==> src/tcc_pkg.sv <==
`default_nettype none

package tcc_pkg;

  // operation codes on the func field
  typedef enum logic [1:0] {
    FUNC_PUT   = 2'd0,
    FUNC_SET   = 2'd1,
    FUNC_READ  = 2'd2,
    FUNC_CLEAR = 2'd3
  } func_e;

  // control characters handled by put
  localparam logic [7:0] CH_BACKSPACE = 8'd8;
  localparam logic [7:0] CH_TAB       = 8'd9;
  localparam logic [7:0] CH_NEWLINE   = 8'd10;

  // attribute of every cell after reset
  localparam logic [7:0] RESET_ATTR = 8'h0F;

  // microprogram step labels
  typedef enum logic [3:0] {
    U_IDLE   = 4'd0,
    U_RST    = 4'd1,
    U_PUT    = 4'd2,
    U_CHAR   = 4'd3,
    U_SCOPY  = 4'd4,
    U_SDRAIN = 4'd5,
    U_SBLANK = 4'd6,
    U_SFIX   = 4'd7,
    U_SET    = 4'd8,
    U_RD0    = 4'd9,
    U_RD1    = 4'd10,
    U_CLR    = 4'd11,
    U_CLRFIN = 4'd12,
    U_OUT    = 4'd13
  } upc_e;

  // sequencing of a step
  typedef enum logic [2:0] {
    SEQ_DISPATCH, // wait for an item, branch on func
    SEQ_JUMP,     // go to target
    SEQ_LOOP,     // stay until cond, then go to target
    SEQ_BR,       // cond ? target : next step
    SEQ_OUT       // wait for the result register, then go to target
  } seq_e;

  typedef enum logic [1:0] {
    COND_NONE,
    COND_LAST_ALL,
    COND_LAST_COPY,
    COND_PAST_END
  } cond_e;

  // cell store write source
  typedef enum logic [1:0] {
    WR_NONE,
    WR_RESET_BLANK,
    WR_BLANK
  } wr_e;

  // cell store read source
  typedef enum logic [1:0] {
    RD_NONE,
    RD_COPY,
    RD_CELL
  } rd_e;

  typedef enum logic [1:0] {
    ADDR_HOLD,
    ADDR_INC,
    ADDR_ZERO
  } addr_e;

  // cursor unit operation
  typedef enum logic [2:0] {
    CUR_NONE,
    CUR_CHAR,
    CUR_SET,
    CUR_HOME,
    CUR_SCROLL
  } cur_e;

  // one control word of the microprogram
  typedef struct packed {
    seq_e  seq;
    cond_e cond;
    upc_e  target;
    wr_e   wr;
    rd_e   rd;
    addr_e addr_op;
    cur_e  cur;
    logic  ld_cell;
  } ucw_t;

  // sequencer to datapath
  typedef struct packed {
    logic  accept;
    logic  out_load;
    wr_e   wr;
    rd_e   rd;
    addr_e addr_op;
    cur_e  cur;
    logic  ld_cell;
  } ctl_t;

  // datapath to sequencer
  typedef struct packed {
    logic last_all;
    logic last_copy;
    logic past_end;
    logic out_free;
  } stat_t;

endpackage

`default_nettype wire

==> src/tcc_sequencer.sv <==
`default_nettype none

module tcc_sequencer
  import tcc_pkg::*;
(
  input  wire        clk_i,
  input  wire        rst_ni,
  input  wire        in_valid_i,
  input  wire  [1:0] func_i,
  input  stat_t      stat_i,
  output ctl_t       ctl_o,
  output logic       in_stall_o
);

  localparam ucw_t UCW_NOP = '{
    seq: SEQ_JUMP, cond: COND_NONE, target: U_IDLE, wr: WR_NONE, rd: RD_NONE,
    addr_op: ADDR_HOLD, cur: CUR_NONE, ld_cell: 1'b0
  };

  // microprogram rom
  function automatic ucw_t ucode_rom(input upc_e a);
    ucw_t w;
    w = UCW_NOP;
    case (a)
      U_IDLE: begin
        w.seq     = SEQ_DISPATCH;
        w.addr_op = ADDR_ZERO;
      end
      U_RST: begin
        w.seq     = SEQ_LOOP;
        w.cond    = COND_LAST_ALL;
        w.target  = U_IDLE;
        w.wr      = WR_RESET_BLANK;
        w.addr_op = ADDR_INC;
      end
      U_PUT: begin
        w.seq    = SEQ_BR;
        w.cond   = COND_PAST_END;
        w.target = U_SCOPY;
      end
      U_CHAR: begin
        w.target = U_OUT;
        w.cur    = CUR_CHAR;
      end
      U_SCOPY: begin
        w.seq     = SEQ_LOOP;
        w.cond    = COND_LAST_COPY;
        w.target  = U_SDRAIN;
        w.rd      = RD_COPY;
        w.addr_op = ADDR_INC;
      end
      U_SDRAIN: begin
        w.target = U_SBLANK;
      end
      U_SBLANK: begin
        w.seq     = SEQ_LOOP;
        w.cond    = COND_LAST_ALL;
        w.target  = U_SFIX;
        w.wr      = WR_BLANK;
        w.addr_op = ADDR_INC;
      end
      U_SFIX: begin
        w.target = U_CHAR;
        w.cur    = CUR_SCROLL;
      end
      U_SET: begin
        w.target = U_OUT;
        w.cur    = CUR_SET;
      end
      U_RD0: begin
        w.target = U_RD1;
        w.rd     = RD_CELL;
      end
      U_RD1: begin
        w.target  = U_OUT;
        w.ld_cell = 1'b1;
      end
      U_CLR: begin
        w.seq     = SEQ_LOOP;
        w.cond    = COND_LAST_ALL;
        w.target  = U_CLRFIN;
        w.wr      = WR_BLANK;
        w.addr_op = ADDR_INC;
      end
      U_CLRFIN: begin
        w.target = U_OUT;
        w.cur    = CUR_HOME;
      end
      U_OUT: begin
        w.seq    = SEQ_OUT;
        w.target = U_IDLE;
      end
      default: w = UCW_NOP;
    endcase
    return w;
  endfunction

  upc_e upc_q, upc_d;
  ucw_t ucw;
  logic cond_ok;

  assign ucw = ucode_rom(upc_q);

  // condition select
  always_comb begin
    case (ucw.cond)
      COND_LAST_ALL:  cond_ok = stat_i.last_all;
      COND_LAST_COPY: cond_ok = stat_i.last_copy;
      COND_PAST_END:  cond_ok = stat_i.past_end;
      default:        cond_ok = 1'b0;
    endcase
  end

  // next step and control word
  always_comb begin
    upc_d          = upc_q;
    ctl_o.accept   = 1'b0;
    ctl_o.out_load = 1'b0;
    ctl_o.wr       = ucw.wr;
    ctl_o.rd       = ucw.rd;
    ctl_o.addr_op  = ucw.addr_op;
    ctl_o.cur      = ucw.cur;
    ctl_o.ld_cell  = ucw.ld_cell;
    case (ucw.seq)
      SEQ_DISPATCH: begin
        if (in_valid_i) begin
          ctl_o.accept = 1'b1;
          case (func_i)
            FUNC_PUT:  upc_d = U_PUT;
            FUNC_SET:  upc_d = U_SET;
            FUNC_READ: upc_d = U_RD0;
            default:   upc_d = U_CLR;
          endcase
        end
      end
      SEQ_JUMP: upc_d = ucw.target;
      SEQ_LOOP: begin
        if (cond_ok) upc_d = ucw.target;
      end
      SEQ_BR: begin
        upc_d = cond_ok ? ucw.target : upc_e'(upc_q + 4'd1);
      end
      SEQ_OUT: begin
        if (stat_i.out_free) begin
          ctl_o.out_load = 1'b1;
          upc_d          = ucw.target;
        end
      end
      default: upc_d = U_IDLE;
    endcase
  end

  // step counter, reset runs the store clearing pass
  always_ff @(posedge clk_i or negedge rst_ni) begin
    if (!rst_ni) begin
      upc_q <= U_RST;
    end else begin
      upc_q <= upc_d;
    end
  end

  assign in_stall_o = (upc_q != U_IDLE);

endmodule

`default_nettype wire

==> config.mk <==
export PLATFORM = sky130hd
export DESIGN_NAME = tcc_sequencer
export DESIGN_NICKNAME = d
export VERILOG_FILES = /design/src/tcc_pkg.sv /design/src/tcc_sequencer.sv
export SDC_FILE = /design/constraint.sdc
export NUM_CORES = 1
export LEC_CHECK = 0
export BUFFER_PORTS_ARGS = -buffer_cell sky130_fd_sc_hd__buf_2
export CAP_MARGIN = 10
export CORE_MARGIN = 8
export CORE_UTILIZATION = 40
export DETAILED_ROUTE_END_ITERATION = 6
export GPL_ROUTABILITY_DRIVEN = 1
export MAX_ROUTING_LAYER = met4
export PLACE_DENSITY = 0.71
export SYNTH_ARGS = -nofsm -noshare
export SYNTH_HDL_FRONTEND = slang
export SYNTH_SLANG_ARGS = --single-unit
==> constraint.sdc <==
create_clock -name clk_i -period 2.8 [get_ports clk_i]
set_input_delay 0.56 -clock clk_i [delete_from_list [all_inputs] [get_ports clk_i]]
set_output_delay 0.56 -clock clk_i [all_outputs]
set_load 0.05 [all_outputs]
# Word level (Yosys, flattened, before mapping)
# Cells that the tools add are included.
[classes]
addsub = 1
eq_ne = 25
n_mux = 19
reduce_logical = 9
[op_table]
columns = ["cell", "count"]
rows = [
  ["$pmux W4 S8", 1],
  ["$eq A4 B4 Y1 const B", 6],
  ["$pmux W3 S4", 2],
  ["$pmux W4 S5", 1],
  ["$eq A4 B3 Y1 const B", 4],
  ["$mux W4", 4],
  ["$pmux W2 S2", 3],
  ["$pmux W4 S3", 1],
  ["$eq A4 B2 Y1 const B", 2],
  ["$reduce_or A4 Y1", 2],
  ["$eq A2 B2 Y1 const B", 3],
  ["$eq A3 B2 Y1 const B", 2],
  ["$ne A2 B2 Y1 const B", 3],
  ["$pmux W2 S3", 1],
  ["$mux W1", 5],
  ["$add A4 B1 Y4 const B", 1],
  ["$eq A2 B1 Y1 const B", 2],
  ["$eq A4 B1 Y1 const B", 1],
  ["$logic_not A4 Y1", 1],
  ["$reduce_bool A4 Y1", 1],
  ["$eq A3 B1 Y1 const B", 1],
  ["$eq A3 B3 Y1 const B", 1],
  ["$logic_not A3 Y1", 1],
  ["$pmux W1 S3", 1],
  ["other kinds (4)", 4],
]
[totals]
regBits = 4

# Depth between registers and ports, before layout
# Gate-level depths: netlist of the first run.
[logic_depth]
word_depth = 7
mapped_depth = 8

# Worst setup path before layout of the first run
# Ideal clock, no wire load.
[synth_path]
path_type = "reg-to-output"
from = "register upc_q[1]"
to = "output ctl_o[11] (netlist name)"
t_arrival_ps = 2234
slack_ps = 6
path_stages_with_launch = 7
cell_sequence = "dfrtp_1 > inv_1 > ha_1 > clkbuf_1 > nand2_1 > inv_1 > and3_1"
[synth_lines]
columns = ["item", "line_no", "rtl"]
rows = [
  ["start, declared", "tcc_sequencer.sv:98", "upc_e upc_q, upc_d;"],
  ["start signal, assigned", "tcc_sequencer.sv:158", "upc_q <= upc_d;"],
  ["end, declared", "tcc_sequencer.sv:11", "output ctl_t ctl_o,"],
]

# Final worst setup path of the first run
[layout_path]
from = "register upc_q[0]"
to = "register upc_q[0]"
[layout_between]
elab_chain_len = 7
[layout_lines]
columns = ["item", "line_no", "rtl"]
rows = [
  ["$eq A4 B4 Y1, or another cell as far along", "tcc_sequencer.sv:24", "case (a)"],
  ["$reduce_or A3 Y1 (no line)", "--", ""],
  ["$pmux W2 S3", "tcc_sequencer.sv:24", ""],
  ["$eq A2 B2 Y1 or $eq A2 B1 Y1 (tied branches)", "tcc_sequencer.sv:106", "case (ucw.cond)"],
  ["$pmux W1 S3", "tcc_sequencer.sv:106", ""],
  ["$mux W4 or $ne A2 B2 Y1 (tied branches)", "--", ""],
  ["$pmux W4 S5 or $reduce_and A3 Y1 (tied branches)", "--", ""],
]
# Several ways; a longest one is shown, not always the timed one. The select of a mux whose other input is x is not followed.
# A chain may end at the register's enable or synchronous reset.

==> summary.txt, run 1 <==
Floorplan
  • Num ports: 22
  • Row count: 15
  • Initial Util: 0.412
  • DIE HEIGHT: 57.5 µm
  • Core ar.: around 1700 µm²
  • Die area: 3300 µm²
  • Chip width: about 57 µm

Finish
  • Fill count: ~170
  • Multi-input logic area: 518 µm²
  • Largest regs: upc_q: 4 flops
  • Final net count: 132
  • Diode count: 0
  • Share of layout cells above drive strength 1: 0.270
  • Max FFs per register: 4
  • Register Area: 101 µm²
  • Cell area after layout: 821 µm²
  • Largest Register: upc_q
  • Area grow syn2layout: 19.3%

Setup path
  • R2R Path End: upc_q[0]$_DFFE_PN1P_
  • Worst R2R Start: upc_q[0]$_DFFE_PN1P_
  • CP max stage delay: around 570 ps
  • CP Capture Type: flip-flop
  • Critical-path cell list: ha_1 -> or4b_1 -> o211a_1 -> or4_4 -> o221ai_4 -> mux2_4
  • Slowest cell on the critical path: dfstp_2
  • Critical Path RT: just under 3000 ps
  • Max Fanout on Critical Path: 10
  • Crit path kind: reg -> reg
  • Reg2reg path depth: 6
  • CP Launch Type: flip-flop
  • CP arrival: 2700 ps
  • Reg2Reg Setup Slack: 280 ps

Detailed routing
  • Detail Route Antenna Nets: 0
  • Detailed-route via count: a little under 800
  • DRC Markers: 0
  • DR WL/cell: ~15 µm
  • Drt first pass iters: 4
  • Iteration-0 DRC count of the detailed router: between 50 and 60
  • Via-per-instance ratio: roughly 5.9
  • Post-Route WL: 1920 µm

Clocking
  • Clock transition at path regs: 40 ps
  • # resized after CTS: 0
  • Clock Sinks: 4
  • Clock latency on the worst-skew pair: 250 ps
  • CTS Buf Count: 3
  • # Post-CTS Setup Buffers: 0
  • CTS Hold Bufs: 0
  • Root Buffer: clkbuf_4
  • Clk buf depth: 2
  • H-tree depth: 1
  • CTS tree: done

Flow run
  • Max cap viols: 0

Synthesis
  • Seq cells post-synth: 4
  • Post-Syn Nets: 111
  • Syn Area/Cell: 7.24 µm²
  • Netlist cell types: 36
  • Top cells by area, synth: ha_1, dfrtp_1, nand2_1
  • Synth area leader: ha_1
  • Synthesized cell area: slightly below 700 µm²
  • Yosys warning count: 0
  • Share of the synthesized area in the top cell type: 0.127
  • Post-Synthesis Cells: 95
  • Post-synthesis sequential area ratio: 0.147

Timing
  • Worst Tran Pin Value: about 470 ps
  • Final setup fails: 0
  • Period minus WS final: between 2000 and 3000 ps
  • RSZ-0062 raised after global routing: false
  • Period utilization: 0.901
  • Relative slew slack: 0.687
  • TNS Setup: 0 ps
  • Final-report hold violation count: 0
  • Fin. max-slew vios: 0
  • Clk_skew: 4.86 ps
  • Fmax: between 0.3 and 0.4 GHz

Global route
  • Largest net degree at the start of global routing: 18
  • Gr ovfl total: 0
  • First-pass GRT wire length: 3200 µm
  • Initial antenna violation count: 0
  • Vias in the first global route: 750
  • GRT Util Overall: 0.124

Outcome
  • Outcome: complete, no violations

Placed design
  • Port Buffers: 21
  • Gpl congestion: 0.924
  • Final HPWL DP: about 1500 µm
  • Placed cell area: 795 µm²

Min path
  • Worst Hold Class: in -> async
through the flow:
| stage | hold WS [ps] | util | setup slack, ps | instances |
|---|---|---|---|---|
| after global placement | 364 | 0.476 | 415 | 128 |
| after CTS | 115 | 0.491 | 294 | 132 |
| after floorplan | 264 | - | 5.66 | 95 |
| after detailed placement | 372 | 0.476 | 319 | 128 |
| after global routing | 105 | 0.491 | 193 | 132 |
| final | 109 | 0.491 | 277 | 132 |
routing by layer:
layer	GRT usage	share of wire	vias up
li1	-	-	377
met1	0.135	0.41	348
met2	0.188	0.48	52
met3	0.0404	0.087	6
met4	0.0857	0.019	0
met5	-	0	-
cell usage in the layout (no fill, tap or decap), types with 2 or more instances in the layout:
master    count
inv_1         9
nor3_1        2
clkbuf_4      3
dfrtp_1       3
and2_1        2
nor3b_1       2
buf_4         2
o21ai_0       4
nor2_1       10
buf_2        21
a31oi_1       2
o221ai_1      3
nand3_1       2
ha_1          7
a21boi_0      2
nand3b_1      4
a21oi_1       5
nand2b_1      2
nand2_1      12
logic make-up (layout without fill, tap and decap cells):
family	Yosys count	count (layout)	synth area share
adder cells (fa/ha/maj)	7	7	0.127
AO/OA/AOI/OAI	25	25	0.278
multiplexers	1	1	0.0218
AND/OR/NAND/NOR	42	42	0.325
buffers and inverters	16	36	0.100
flip-flops	4	4	0.147
area by class of cell:
type | count | area share
Multi-Input combinational cell | 75 | 0.631
Timing Repair Buffer | 23 | 0.146
Sequential cell | 4 | 0.123
Inverter | 9 | 0.0412
Clock buffer | 4 | 0.0320
Tap cell | 17 | 0.0259
cell usage after synthesis:
library cell	n
a211oi_1	1
a21boi_0	2
a21o_1	1
a21oi_1	5
a2bb2oi_1	1
a31oi_1	2
and2_1	2
and3_1	1
and4_1	1
buf_2	1
buf_6	1
clkbuf_1	5
dfrtp_1	3
dfstp_2	1
ha_1	7
inv_1	9
mux2_4	1
nand2_1	12
nand2b_1	2
nand3_1	2
nand3b_1	4
nor2_1	10
nor2b_1	1
nor3_1	2
nor3b_1	2
o211a_1	1
o21ai_0	4
o221ai_1	3
o221ai_4	1
o22a_1	1
o22ai_1	1
o2bb2ai_1	1
o32ai_1	1
or3b_2	1
or4_4	1
or4b_1	1
critical path: cells and delay by family, from the launching register on:
family          cells  cell delay [ps]
flops               1              570
simple gates        2              930
fa+ha+maj           1              370
compound gates      2              250
mux                 1              330
how the worst max path moves through the flow:
stage | from | end | slack (ps) | cells past startpoint
final | upc_q[0]$_DFFE_PN1P_ | upc_q[0]$_DFFE_PN1P_ | 280 | 6
after global routing | upc_q[0]$_DFFE_PN1P_ | upc_q[0]$_DFFE_PN1P_ | 190 | 6
after CTS | upc_q[0]$_DFFE_PN1P_ | upc_q[0]$_DFFE_PN1P_ | 290 | 6
after detailed placement | upc_q[0]$_DFFE_PN1P_ | upc_q[0]$_DFFE_PN1P_ | 320 | 6
after global placement | upc_q[0]$_DFFE_PN1P_ | upc_q[0]$_DFFE_PN1P_ | 410 | 6
after floorplan | upc_q[1]$_DFFE_PN0P_ | ctl_o[11] | 6 | 6
Power of run 1 is not shown: default switching activity piles up to over one toggle a cycle in this logic, so the estimate is an artifact.
==> run 2, diff against run 1 <==
Settings changed: CORE_UTILIZATION 40 to 49, PLACE_DENSITY 0.71 to 0.83.
==> run 2 against run 1 <==
Fmax rose by 0.86%. Cell count fell by 1.5%. Global-route usage rose by 2.3 points. Final area fell by 0.30%. Die area fell by 13%. Setup slack improved by 22 ps. Via count fell by 3.7%. Critical path depth did not move. Sequential share of layout area barely moved. Sequential cell count did not move. Routed wire length fell by 2.8%.
==> summary.txt, run 2 (same netlist as run 1, synthesis figures left out) <==
Outcome
  • Outcome: complete, no violations (unchanged)

Setup path
  • Max Fanout on Critical Path: 10 (unchanged)
  • Worst R2R Start: upc_q[0]$_DFFE_PN1P_ (unchanged)
  • Critical-path cell list: ha_1 -> or4b_1 -> o211a_1 -> or4_4 -> o221ai_4 -> mux2_4 (unchanged)
  • Cell family with most CP delay: simple AND/OR/NAND/NOR gates (unchanged)
  • CP arrival: 2650 ps (was 2700 ps)
  • Reg2reg path depth: 6 (unchanged)
  • R2R Path End: upc_q[0]$_DFFE_PN1P_ (unchanged)
  • Worst setup path start: upc_q[0]$_DFFE_PN1P_ (unchanged)
  • CP Launch Type: flip-flop (unchanged)
  • WP buf/inv: 0 (unchanged)
  • CP endpoint: upc_q[0]$_DFFE_PN1P_ (unchanged)
  • Critical Path RT: 2950 ps (was 2970 ps)
  • CP max stage delay: 560 ps (was 570 ps)
  • CP Capture Type: flip-flop (unchanged)
  • Crit path kind: reg -> reg (unchanged)
  • Reg2Reg Setup Slack: 300 ps (was 280 ps)
  • Slowest cell on the critical path: dfstp_2 (unchanged)
  • Worst path depth: 6 (unchanged)

Detailed routing
  • Detailed-route via count: 754 (was 783)
  • Drt first pass iters: 4 (unchanged)
  • Iteration-0 DRC count of the detailed router: 43 (was 57)
  • Detail Route Antenna Nets: 0 (unchanged)
  • Post-Route WL: 1870 µm (was 1920 µm)
  • Via-per-instance ratio: 5.80 (was 5.93)
  • DR WL/cell: 14.4 µm (was 14.5 µm)
  • DRC Markers: 0 (unchanged)

Clocking
  • H-tree depth: 1 (unchanged)
  • Clock transition at path regs: 40 ps (about the same)
  • CTS Hold Bufs: 0 (unchanged)
  • CTS Buf Count: 3 (unchanged)
  • CTS tree: done (unchanged)
  • Clock Sinks: 4 (unchanged)
  • Clk buf depth: 2 (unchanged)
  • Clock latency on the worst-skew pair: 240 ps (was 250 ps)
  • # resized after CTS: 0 (unchanged)
  • # Post-CTS Setup Buffers: 0 (unchanged)
  • Root Buffer: clkbuf_4 (unchanged)

Placed design
  • Gpl congestion: 0.926 (was 0.924)
  • Port Buffers: 21 (unchanged)
  • Final HPWL DP: 1430 µm (was 1470 µm)

Finish
  • Fill count: 132 (was 167)
  • Commonest non-fill, non-tap cell in the layout: buf_2 (unchanged)
  • Area grow syn2layout: 18.9% (was 19.3%)
  • Largest Register: upc_q (unchanged)
  • Diode count: 0 (unchanged)
  • Most frequent cells in the layout: buf_2, nand2_1, nor2_1 (unchanged)
  • Largest regs: upc_q: 4 flops (unchanged)
  • Finished Core Util: 0.629 (was 0.491)
  • Final net count: 132 (unchanged)
  • Max FFs per register: 4 (unchanged)
  • Share of layout cells above drive strength 1: 0.270 (unchanged)

Timing
  • Fin. max-slew vios: 0 (unchanged)
  • Final setup fails: 0 (unchanged)
  • Final-report hold violation count: 0 (unchanged)
  • Period utilization: 0.893 (was 0.901)
  • TNS Setup: 0 ps (unchanged)
  • Period minus WS final: 2500 ps (was 2520 ps)
  • Worst Tran Pin Value: 493 ps (was 469 ps)
  • Relative slew slack: 0.671 (was 0.687)
  • Clk_skew: 9.38 ps (was 4.86 ps)
  • Fin Hold WS: 119 ps (was 109 ps)
  • RSZ-0062 raised after global routing: false (unchanged)
  • Fmax: 0.400 GHz (was 0.396 GHz)

Global route
  • Gr ovfl total: 0 (unchanged)
  • GR Util met3: 0.0252 (was 0.0404)
  • Gr busiest metal: met2 (unchanged)
  • Initial antenna violation count: 0 (unchanged)
  • Largest net degree at the start of global routing: 18 (unchanged)
  • GRT Util Overall: 0.148 (was 0.124)
  • M2 GR Usage: 0.232 (was 0.188)
  • Vias in the first global route: 731 (was 750)
  • Met1 usage: 0.194 (was 0.135)
  • First-pass GRT wire length: 3270 µm (was 3200 µm)

Floorplan
  • DIE HEIGHT: 53.5 µm (was 57.5 µm)
  • Row count: 13 (was 15)
  • Core ar.: 1300 µm² (was 1670 µm²)
  • Die area: 2860 µm² (was 3300 µm²)
  • Chip width: 53.5 µm (was 57.5 µm)
  • Num ports: 22 (unchanged)
  • Initial Util: 0.529 (was 0.412)

Min path
  • Worst Hold Class: in -> async (unchanged)

Flow run
  • Max cap viols: 0 (unchanged)
run 2: layout make-up:
type | count | area, µm² | area share
Clock buffer | 4 | 26.3 | 0.0321
Multi-Input combinational cell | 75 | 518 | 0.633
Timing Repair Buffer | 23 | 120 | 0.147
Inverter | 9 | 33.8 | 0.0413
Tap cell | 15 | 18.8 | 0.0229
Sequential cell | 4 | 101 | 0.124
run 2: worst min-delay path by stage:
stage          startpoint                   end
2_1_floorplan      rst_ni  upc_q[1]$_DFFE_PN0P_
3_3_place_gp       rst_ni  upc_q[1]$_DFFE_PN0P_
3_5_place_dp       rst_ni  upc_q[1]$_DFFE_PN0P_
4_1_cts            rst_ni  upc_q[3]$_DFFE_PN0P_
5_1_grt            rst_ni  upc_q[2]$_DFFE_PN0P_
6_report           rst_ni  upc_q[3]$_DFFE_PN0P_
run 2: metrics by stage:
step / cells / worst slack, ps / area, µm²
CTS: 130 / 326 / 818
global placement: 126 / 404 / 792
floorplan: 95 / 5.66 / 688
finish: 130 / 298 / 818
detailed placement: 126 / 340 / 792
global route: 130 / 242 / 818
run 2: per-layer routing:
layer  routed length (µm)  part of all wire
met2                  899              0.48
met3                  138             0.074
met4                    0                 0
met5                    0                 0
met1                  828              0.44
Power of run 2 is left out for the same reason.
==> run 3, diff against run 2 <==
Settings changed: CELL_PAD_IN_SITES_DETAIL_PLACEMENT set to 1, CELL_PAD_IN_SITES_GLOBAL_PLACEMENT set to 2, CORE_ASPECT_RATIO set to 0.5, CORE_UTILIZATION 49 to 26, MAX_ROUTING_LAYER met4 to not set, PLACE_DENSITY 0.83 to 0.73.
==> run 3 against run 2 <==
Final area rose by 7.5%. Global-route usage down 4.6 points. Fmax is essentially flat. Core utilization down 28 points. Setup slack better by 1.8 ps. Sequential cell count unchanged. Count of clock-buffer cells in the layout did not move. Hold slack better by 15 ps. First-iteration DRC count increased by 30%. Register-to-register slack barely moved. Non-clock buffer count grew 2. Critical path type unchanged.
==> summary.txt, run 3 (same netlist as run 1, synthesis figures left out) <==
Placed design
  • Port Buffers: 21 (unchanged)
  • Final HPWL DP: 1780 µm (was 1430 µm)
  • Post-Place Cells: 150 (was 126)
  • Gpl congestion: 0.816 (was 0.926)

Finish
  • Final net count: 134 (was 132)
  • Finished Core Util: 0.344 (was 0.629)
  • Fin cells: 154 (was 130)
  • Diode count: 0 (unchanged)
  • Share of layout cells above drive strength 1: 0.282 (was 0.270)
  • Largest regs: upc_q: 4 flops (unchanged)
  • Commonest non-fill, non-tap cell in the layout: buf_2 (unchanged)
  • Most frequent cells in the layout: buf_2, nand2_1, nor2_1 (unchanged)
  • Max FFs per register: 4 (unchanged)
  • Area grow syn2layout: 27.8% (was 18.9%)
  • Largest Register: upc_q (unchanged)

Setup path
  • CP arrival: 2650 ps (about the same)
  • Reg2Reg Setup Slack: 300 ps (about the same)
  • Max Fanout on Critical Path: 10 (unchanged)
  • Critical Path RT: 2950 ps (about the same)
  • CP Launch Type: flip-flop (unchanged)
  • CP Capture Type: flip-flop (unchanged)
  • Crit path kind: reg -> reg (unchanged)

Detailed routing
  • Drt first pass iters: 4 (unchanged)
  • Iteration-0 DRC count of the detailed router: 56 (was 43)
  • Detail Route Antenna Nets: 0 (unchanged)
  • DR WL/cell: 14.2 µm (was 14.4 µm)
  • Via-per-instance ratio: 4.92 (was 5.80)
  • Detailed-route via count: 757 (was 754)
  • DRC Markers: 0 (unchanged)
  • Post-Route WL: 2190 µm (was 1870 µm)

Timing
  • Clk_skew: 0.0532 ps (was 9.38 ps)
  • TNS Setup: 0 ps (unchanged)
  • Final setup fails: 0 (unchanged)
  • Period minus WS final: 2500 ps (about the same)
  • Period utilization: 0.893 (about the same)
  • RSZ-0062 raised after global routing: false (unchanged)
  • Fin. max-slew vios: 0 (unchanged)
  • Worst Tran Pin Value: 444 ps (was 493 ps)
  • Final-report hold violation count: 0 (unchanged)
  • Fmax: 0.400 GHz (about the same)
  • Relative slew slack: 0.704 (was 0.671)

Power and ir drop
  • Maximum VDD drop: 444 µV
  • Pwr Density: 1470 nW/µm²
  • Leakage power: about 0.00043 µW

Clocking
  • Root Buffer: clkbuf_8 (was clkbuf_4)
  • Clock Sinks: 4 (unchanged)
  • CTS Buf Count: 3 (unchanged)
  • H-tree depth: 1 (unchanged)
  • CTS tree: done (unchanged)
  • # resized after CTS: 0 (unchanged)
  • Clock latency on the worst-skew pair: 220 ps (was 240 ps)
  • # Post-CTS Setup Buffers: 0 (unchanged)
  • CTS Hold Bufs: 0 (unchanged)
  • Clk buf depth: 2 (unchanged)
  • Clock transition at path regs: 30 ps (was 40 ps)

Floorplan
  • Row count: 13 (unchanged)
  • Die area: 4650 µm² (was 2860 µm²)
  • Num ports: 22 (unchanged)
  • DIE HEIGHT: 52.4 µm (was 53.5 µm)
  • Chip width: 88.8 µm (was 53.5 µm)
  • Core ar.: 2550 µm² (was 1300 µm²)
  • Initial Util: 0.269 (was 0.529)

Global route
  • First-pass GRT wire length: 3730 µm (was 3270 µm)
  • Gr ovfl total: 0 (unchanged)
  • Vias in the first global route: 772 (was 731)
  • Initial antenna violation count: 0 (unchanged)
  • Largest net degree at the start of global routing: 16 (was 18)
  • GRT Util Overall: 0.102 (was 0.148)

Outcome
  • Outcome: complete, no violations (unchanged)

Flow run
  • Max cap viols: 0 (unchanged)

Min path
  • Worst Hold Class: in -> async (unchanged)
run 3: cell types whose count changed in the layout (fill, tap and decap cells not counted), sizes merged:
cell / previous run / this run
buf: 23 / 25
run 3: metal layers:
layer	part of all wire	GRT usage	vias to the layer above
li1	-	-	379
met1	0.55	0.147	362
met2	0.41	0.147	13
met3	0.035	0.0203	3
met4	0.0059	0.0249	0
met5	0	0	-
run 3: cell type report:
class / count / area (µm²)
fillers: 330 / 1670
multi-input cells: 75 / 518
repair buffers: 25 / 135
flip-flops and latches: 4 / 101
well taps: 37 / 46.3
clock buffers: 4 / 45.0
inverters: 9 / 33.8
run 3: metrics by stage:
step / hold WS, ps / worst slack (ps) / cell area [µm²] / power [µW]
after floorplan: 264 / 5.66 / 688 / 925
after global placement: 366 / 375 / 835 / 1170
after detailed placement: 367 / 327 / 835 / 1160
after CTS: 131 / 309 / 880 / 1300
after global routing: 133 / 153 / 880 / 1400
final: 134 / 300 / 880 / 1290
run 3: worst paths after layout:
kind,start,end,cells past startpoint
worst max-delay path,upc_q[0]$_DFFE_PN1P_,upc_q[0]$_DFFE_PN1P_,6
worst min register to register,upc_q[1]$_DFFE_PN0P_,upc_q[1]$_DFFE_PN0P_,2
min in group clk_i,upc_q[1]$_DFFE_PN0P_,upc_q[1]$_DFFE_PN0P_,2
worst min-delay path,rst_ni,upc_q[1]$_DFFE_PN0P_,1
worst max register to register,upc_q[0]$_DFFE_PN1P_,upc_q[0]$_DFFE_PN1P_,6
max in group asynchronous,rst_ni,upc_q[0]$_DFFE_PN1P_,1
run 3: power breakdown:
group          internal [µW]  switching (µW)  leakage [µW]
logic                    361             652      0.000359
clock network           97.7            35.0     0.0000228
registers               95.7            53.2     0.0000479
run 3: worst max-delay path, cell delays in order (launching register included):
cell and delay [ps]:
dfstp_2 560, ha_1 350, or4b_1 480, o211a_1 140
or4_4 470, o221ai_4 110, mux2_4 320
No activity file was read; power rests on OpenSTA's default activity.
